===== src/rtl/sbm_pkg.sv =====
// Shared types and constants of the serial bank mapper.
`timescale 1ns / 1ps

package sbm_pkg;

    localparam int CFG_ADDR_W = 2;
    localparam logic [CFG_ADDR_W-1:0] CFG_ADDR_LARGE_PRG = 2'd0;

    localparam logic [2:0] SHIFT_LAST = 3'd4;
    localparam logic [1:0] MIRROR_RESET = 2'd3;
    localparam logic [4:0] CHR_BANK_RESET = 5'd31;
    localparam logic [3:0] PRG_FIXED_LAST = 4'hF;

    typedef enum logic [1:0] {
        SEL_CONTROL = 2'd0,
        SEL_CHR0    = 2'd1,
        SEL_CHR1    = 2'd2,
        SEL_PRG     = 2'd3
    } reg_sel_t;

    typedef struct packed {
        logic [15:0] cpu_address;
        logic [7:0]  write_data;
        logic        same_cycle;
    } in_item_t;

    typedef struct packed {
        logic [1:0] mirroring;
        logic [4:0] prg_page_low;
        logic [4:0] prg_page_high;
        logic [4:0] chr_page_low;
        logic [5:0] chr_page_high;
        logic       wram_enable;
    } out_item_t;

    // Bank registers that the page decode looks at.
    typedef struct packed {
        logic [1:0] mirror_mode;
        logic       fix_last_slot;
        logic       prg_16k_mode;
        logic       chr_4k_mode;
        logic [4:0] chr_bank_first;
        logic [4:0] chr_bank_second;
        logic [3:0] prg_bank;
        logic       wram_disabled;
        logic       last_chr_was_second;
    } map_state_t;

endpackage


===== src/rtl/sbm_regs.sv =====
// Serial shift loader and bank registers of the mapper.
`timescale 1ns / 1ps

module sbm_regs
    import sbm_pkg::*;
(
    input  logic       clk,
    input  logic       rst_n,
    input  logic       step,
    input  in_item_t   item,
    output map_state_t map_next
);

    logic [4:0] shift_buffer_reg, shift_buffer_next;
    logic [2:0] shift_count_reg, shift_count_next;
    map_state_t map_reg;
    logic [4:0] loaded;
    reg_sel_t   sel;

    assign loaded = {item.write_data[0], shift_buffer_reg[4:1]};
    assign sel    = reg_sel_t'(item.cpu_address[14:13]);

    always_comb
    begin
        shift_buffer_next = shift_buffer_reg;
        shift_count_next  = shift_count_reg;
        map_next          = map_reg;
        if (item.write_data[7])
        begin
            shift_buffer_next      = '0;
            shift_count_next       = '0;
            map_next.prg_16k_mode  = 1'b1;
            map_next.fix_last_slot = 1'b1;
        end
        else if (!item.same_cycle)
        begin
            if (shift_count_reg == SHIFT_LAST)
            begin
                // Fifth bit: the full value goes to the register picked by the address.
                shift_buffer_next = '0;
                shift_count_next  = '0;
                case (sel)
                    SEL_CONTROL:
                    begin
                        map_next.mirror_mode   = loaded[1:0];
                        map_next.fix_last_slot = loaded[2];
                        map_next.prg_16k_mode  = loaded[3];
                        map_next.chr_4k_mode   = loaded[4];
                    end
                    SEL_CHR0:
                    begin
                        map_next.last_chr_was_second = 1'b0;
                        map_next.chr_bank_first      = loaded;
                    end
                    SEL_CHR1:
                    begin
                        map_next.last_chr_was_second = 1'b1;
                        map_next.chr_bank_second     = loaded;
                    end
                    default:
                    begin
                        map_next.prg_bank      = loaded[3:0];
                        map_next.wram_disabled = loaded[4];
                    end
                endcase
            end
            else
            begin
                shift_buffer_next = loaded;
                shift_count_next  = shift_count_reg + 3'd1;
            end
        end
    end

    always_ff @(posedge clk or negedge rst_n)
    begin
        if (!rst_n)
        begin
            shift_buffer_reg             <= '0;
            shift_count_reg              <= '0;
            map_reg.mirror_mode          <= MIRROR_RESET;
            map_reg.fix_last_slot        <= 1'b1;
            map_reg.prg_16k_mode         <= 1'b1;
            map_reg.chr_4k_mode          <= 1'b1;
            map_reg.chr_bank_first       <= CHR_BANK_RESET;
            map_reg.chr_bank_second      <= CHR_BANK_RESET;
            map_reg.prg_bank             <= '0;
            map_reg.wram_disabled        <= 1'b0;
            map_reg.last_chr_was_second  <= 1'b0;
        end
        else if (step)
        begin
            shift_buffer_reg <= shift_buffer_next;
            shift_count_reg  <= shift_count_next;
            map_reg          <= map_next;
        end
    end

endmodule


===== src/rtl/sbm_pages.sv =====
// Page decode from the bank registers to the reported mapping.
`timescale 1ns / 1ps

module sbm_pages
    import sbm_pkg::*;
(
    input  map_state_t map,
    input  logic       large_prg_rom,
    output out_item_t  pages
);

    logic [4:0] extra;
    logic       hi_sel;
    logic [4:0] p0;
    logic [4:0] p1;
    logic [4:0] c0;

    always_comb
    begin
        extra  = (map.last_chr_was_second && map.chr_4k_mode) ?
                 map.chr_bank_second : map.chr_bank_first;
        hi_sel = large_prg_rom & extra[4];

        if (map.prg_16k_mode)
        begin
            if (map.fix_last_slot)
            begin
                p0 = {hi_sel, map.prg_bank};
                p1 = {hi_sel, PRG_FIXED_LAST};
            end
            else
            begin
                p0 = {hi_sel, 4'd0};
                p1 = {hi_sel, map.prg_bank};
            end
        end
        else
        begin
            p0 = {hi_sel, map.prg_bank[3:1], 1'b0};
            p1 = p0 + 5'd1;
        end

        pages.mirroring     = map.mirror_mode;
        pages.prg_page_low  = p0;
        pages.prg_page_high = p1;
        pages.wram_enable   = !map.wram_disabled;

        if (map.chr_4k_mode)
        begin
            c0                  = map.chr_bank_first;
            pages.chr_page_high = {1'b0, map.chr_bank_second};
        end
        else
        begin
            c0                  = {map.chr_bank_first[4:1], 1'b0};
            pages.chr_page_high = {1'b0, c0} + 6'd1;
        end
        pages.chr_page_low = c0;
    end

endmodule


===== src/rtl/serial_bank_mapper_core.sv =====
// Top level of the serial bank mapper: input stage, register update, result stage, APB port.
//
//  channel | direction | handshake          | payload
//  in      | input     | in_valid/in_stall  | in_item (cpu_address, write_data, same_cycle)
//  out     | output    | out_valid/out_stall| out_item (mapping after the write)
//  apb     | slave     | psel/penable/pready| large_prg_rom at byte address 0
//
// One transaction per cycle sustained while the output does not stall; a write's result passes
// the input register, then one pass of shift/decode logic into the result register, before it
// is offered.
// Reset puts the bank registers into their power-up mapping with no transaction pending.
// A stall on the output holds the result register and then the input register; in_stall
// rises only when both stages are full.
`timescale 1ns / 1ps

module serial_bank_mapper_core
    import sbm_pkg::*;
(
    input  logic                  clk,
    input  logic                  rst_n,

    input  logic                  in_valid,
    output logic                  in_stall,
    input  in_item_t              in_item,

    output logic                  out_valid,
    input  logic                  out_stall,
    output out_item_t             out_item,

    input  logic                  psel,
    input  logic                  penable,
    input  logic                  pwrite,
    input  logic [CFG_ADDR_W-1:0] paddr,
    input  logic [31:0]           pwdata,
    output logic [31:0]           prdata,
    output logic                  pready
);

    logic       in_valid_reg;
    in_item_t   in_item_reg;
    logic       out_valid_reg;
    out_item_t  out_item_reg;
    logic       large_prg_rom_reg;
    logic       advance;
    logic       accept;
    map_state_t map_next;
    out_item_t  pages;

    assign advance  = in_valid_reg && (!out_valid_reg || !out_stall);
    assign in_stall = in_valid_reg && !advance;
    assign accept   = in_valid && !in_stall;

    assign out_valid = out_valid_reg;
    assign out_item  = out_item_reg;

    assign pready = 1'b1;
    assign prdata = (paddr == CFG_ADDR_LARGE_PRG) ? {31'd0, large_prg_rom_reg} : 32'd0;

    always_ff @(posedge clk or negedge rst_n)
    begin
        if (!rst_n)
        begin
            large_prg_rom_reg <= 1'b0;
        end
        else if (psel && penable && pwrite && pready && (paddr == CFG_ADDR_LARGE_PRG))
        begin
            large_prg_rom_reg <= pwdata[0];
        end
    end

    always_ff @(posedge clk or negedge rst_n)
    begin
        if (!rst_n)
        begin
            in_valid_reg <= 1'b0;
        end
        else if (accept)
        begin
            in_valid_reg <= 1'b1;
        end
        else if (advance)
        begin
            in_valid_reg <= 1'b0;
        end
    end

    always_ff @(posedge clk)
    begin
        if (accept)
        begin
            in_item_reg <= in_item;
        end
    end

    always_ff @(posedge clk or negedge rst_n)
    begin
        if (!rst_n)
        begin
            out_valid_reg <= 1'b0;
        end
        else if (advance)
        begin
            out_valid_reg <= 1'b1;
        end
        else if (!out_stall)
        begin
            out_valid_reg <= 1'b0;
        end
    end

    always_ff @(posedge clk)
    begin
        if (advance)
        begin
            out_item_reg <= pages;
        end
    end

    sbm_regs u_regs (
        .clk      (clk),
        .rst_n    (rst_n),
        .step     (advance),
        .item     (in_item_reg),
        .map_next (map_next)
    );

    sbm_pages u_pages (
        .map           (map_next),
        .large_prg_rom (large_prg_rom_reg),
        .pages         (pages)
    );

endmodule


===== config.mk =====
export PLATFORM = sky130hd
export DESIGN_NAME = serial_bank_mapper_core
export DESIGN_NICKNAME = d
export VERILOG_FILES = /design/src/rtl/sbm_pkg.sv /design/src/rtl/sbm_regs.sv /design/src/rtl/sbm_pages.sv /design/src/rtl/serial_bank_mapper_core.sv
export SDC_FILE = /design/constraint.sdc
export NUM_CORES = 1
export LEC_CHECK = 0
export CAP_MARGIN = 20
export CORE_MARGIN = 5
export CORE_UTILIZATION = 50
export DETAILED_ROUTE_END_ITERATION = 8
export DONT_BUFFER_PORTS = 1
export SLEW_MARGIN = 20
export SYNTH_ARGS = -nofsm -noshare
export SYNTH_HDL_FRONTEND = slang
export SYNTH_SLANG_ARGS = --single-unit
export TNS_END_PERCENT = 5

===== constraint.sdc =====
create_clock -name clk -period 4.6 [get_ports clk]
set_clock_uncertainty 0.2 [all_clocks]
set_input_delay 1.15 -clock clk [delete_from_list [all_inputs] [get_ports clk]]
set_output_delay 1.15 -clock clk [all_outputs]
set_load 0.05 [all_outputs]

==> results.md <==
* Cell count after placement at 309
* Outcome: complete, no violations
* Port Buffers at 0
* Die area at 0.00744 mm2
* Xor/xnor share of the synthesized area at 0
* Worst hold path endpoint: out_valid
* Area growth, synth to finish at 5.16%
* Global placement routability congestion at 0.764
* Syn Std Cell Area at 0.00291 mm2
* Ys Warns at 0
* Mapped Cells at 247
* Clock Sinks at 58
* Largest family of logic cells by synthesized area: multiplexers
* DP Wirelength at 3.22 mm
* Fmax at 0.327 GHz
* Largest net degree at the start of global routing at 32
* Cts bufs inserted at 9
* Worst path required time at 3250 ps
* Die Ht at 86.3 um
* Post-Place Cell Area at 0.00284 mm2
* Drt initial violations at 65
* Reg area at 0.00161 mm2
* Crit-path max FO at 2
* Crit path time final at 3060 ps
* CP max-delay cell: and2_1
* First-pass GRT wire length at 7.71 mm
* Non-filler cells, final at 325
* Root buf cell: clkbuf_8
* Ant diodes at 0
* Synth Area in Simple Gates at 0.104
* WL per Instance at 14.3 um
* Crit path largest cell delay at 450 ps
* Synth cell types at 37
* Setup repair bufs after CTS at 0
* Arrival @ worst endpoint at 1710 ps
* Die Wd at 86.3 um
* Initial Utilization at 0.522
* CTS resizes at 0
* Max reg flops at 22
* Avg Vias per Cell at 5.02
* Proportion of synthesized area in mux cells at 0.122
* Final ANT Viol Nets at 0
* Io pins at 125
* Compound-Gate Fraction of Synth Area at 0.0688
* Setup crit end kind: primary output
* Slew headroom at 0.411
* Ratio of cells with drive above 1 in the final layout at 0.209
* Rows at 27
* GR Util All Layers at 0.137
* Crit-path cells: nor2_1 > and2_1
* CP delay by family, top: simple AND/OR/NAND/NOR gates
* Final Hold Fails at 0
* Vias at 1630
* LEAKAGE at 1.37 nW
* Design Area, Final at 0.00306 mm2
* Initial antenna violation count at 0
* Seq/Total Area, Yosys at 0.552
* R2R Setup Slk at 2060 ps
* Total negative setup slack at 0 ps
* DRC at 0
* Critical path buffers and inverters at 0
* Worst r2r src: out_valid
* Reg2Reg Capture Point: u_regs.map_reg[3]
* Core Box Area at 0.00557 mm2
* Commonest non-fill, non-tap cells in the layout: conb_1, edfxtp_1, nand2_1
* Max IR drop VDD at 233 uV
* Hold buffers post-CTS at 0
* Final-layout fill cell count at 490
* CTS tree: done
* Slew @ Worst Pin at 885 ps
* Multi-input logic area at 0.00109 mm2
* Nets at 321
* Slew Limit Fails at 0
* Yosys reg bits at 58
* HP Start: in_valid_reg
* Post-Route WL at 4.65 mm
* Max Cap Viol at 0
* Hold depth at 1
* Endpoints failing setup at 0
* Adder-Cell Fraction of Synth Area at 0.0301
* Setup CP Type: in2out
* Worst slack, placed at 1530 ps
* Syn avg cell area at 11.8 um2
* Min-delay worst type: reg2reg
* CTS clk-pin slew, worst paths at 70 ps
* H-Tree Depth at 3
* Final WS setup at 1540 ps
* Leading cell type in the layout, fill and taps excluded: conb_1
* Worst Reg2Reg Path Length in Cells at 4
* First-pass iteration count of the detailed router at 5
* Vias in the first global route at 1601
* Power Dens Cells at 507 mW/mm2
* Gr ovfl total at 0
* RSZ-0062 raised after global routing: no
* Clk_lat worst skew at 330 ps
* Fin crit share at 0.665
* Setup crit start kind: primary input
* Max Buffers Root-to-Sink at 2
## synthesized netlist by cell type (all sizes together)
| cell type | number | area share |
|---|---|---|
| a211o | 1 | 0.0030 |
| a21boi | 3 | 0.0077 |
| a21o | 1 | 0.0026 |
| a21oi | 9 | 0.015 |
| a22oi | 1 | 0.0026 |
| a311oi | 1 | 0.0030 |
| and2 | 3 | 0.0065 |
| and3 | 3 | 0.0065 |
| and4b | 1 | 0.0034 |
| buf | 39 | 0.10 |
| clkbuf | 4 | 0.0052 |
| conb | 2 | 0.0026 |
| dfrtp | 16 | 0.14 |
| dfstp | 15 | 0.14 |
| edfxtp | 27 | 0.28 |
| ha | 7 | 0.030 |
| inv | 12 | 0.015 |
| mux2 | 16 | 0.067 |
| mux2i | 16 | 0.055 |
| nand2 | 22 | 0.032 |
| nand2b | 3 | 0.0065 |
| nand3 | 8 | 0.014 |
| nand3b | 1 | 0.0026 |
| nand4 | 1 | 0.0022 |
| nand4bb | 1 | 0.0039 |
| nor2 | 14 | 0.018 |
| nor2b | 1 | 0.0022 |
| nor4bb | 1 | 0.0034 |
| o21ai | 13 | 0.022 |
| o22a | 4 | 0.012 |
| or3b | 1 | 0.0030 |
## per-layer routing
layer  GRT usage  up-vias  wire length, um
li1            -      790                -
met3      0.0523       10              312
met2       0.196       66             2020
met4      0.0680        0               89
met1       0.183      764             2230
met5           0        -                0
## area by class of cell
class / instances / area share
well taps: 72 / 0.0294
repair buffers: 2 / 0.00491
multi-input cells: 165 / 0.355
clock inverters: 7 / 0.0307
inverters: 12 / 0.0147
clock buffers: 9 / 0.0405
flip-flops and latches: 58 / 0.525
## power by group
group	internal [mW]	leakage [nW]	switching, mW
sequential	0.650	0.619	0.148
clock	0.303	0.105	0.210
combinational	0.0781	0.647	0.160
## kinds of logic after synthesis
group | Yosys count
AND/OR/NAND/NOR | 60
flip-flops | 58
buffers and inverters | 55
AO/OA/AOI/OAI | 33
multiplexers | 32
adder cells (fa/ha/maj) | 7
other | 2
## worst max-delay path by stage
stage	from	end	cells past startpoint
floorplan	paddr[1]	prdata[0]	2
global placement	paddr[1]	prdata[0]	2
detailed placement	paddr[1]	prdata[0]	2
CTS	paddr[1]	prdata[0]	2
global route	paddr[1]	prdata[0]	2
finish	paddr[1]	prdata[0]	2
## metrics by stage
stage / utilization / hold WS (ps) / power [mW]
4_1_cts: 0.549 / 283 / 1.57
6_report: 0.549 / 289 / 1.55
3_3_place_gp: 0.510 / 274 / 1.04
2_1_floorplan: - / 244 / 1.03
5_1_grt: 0.549 / 267 / 1.64
3_5_place_dp: 0.510 / 278 / 1.05
Power figures use the tool's default switching activity.
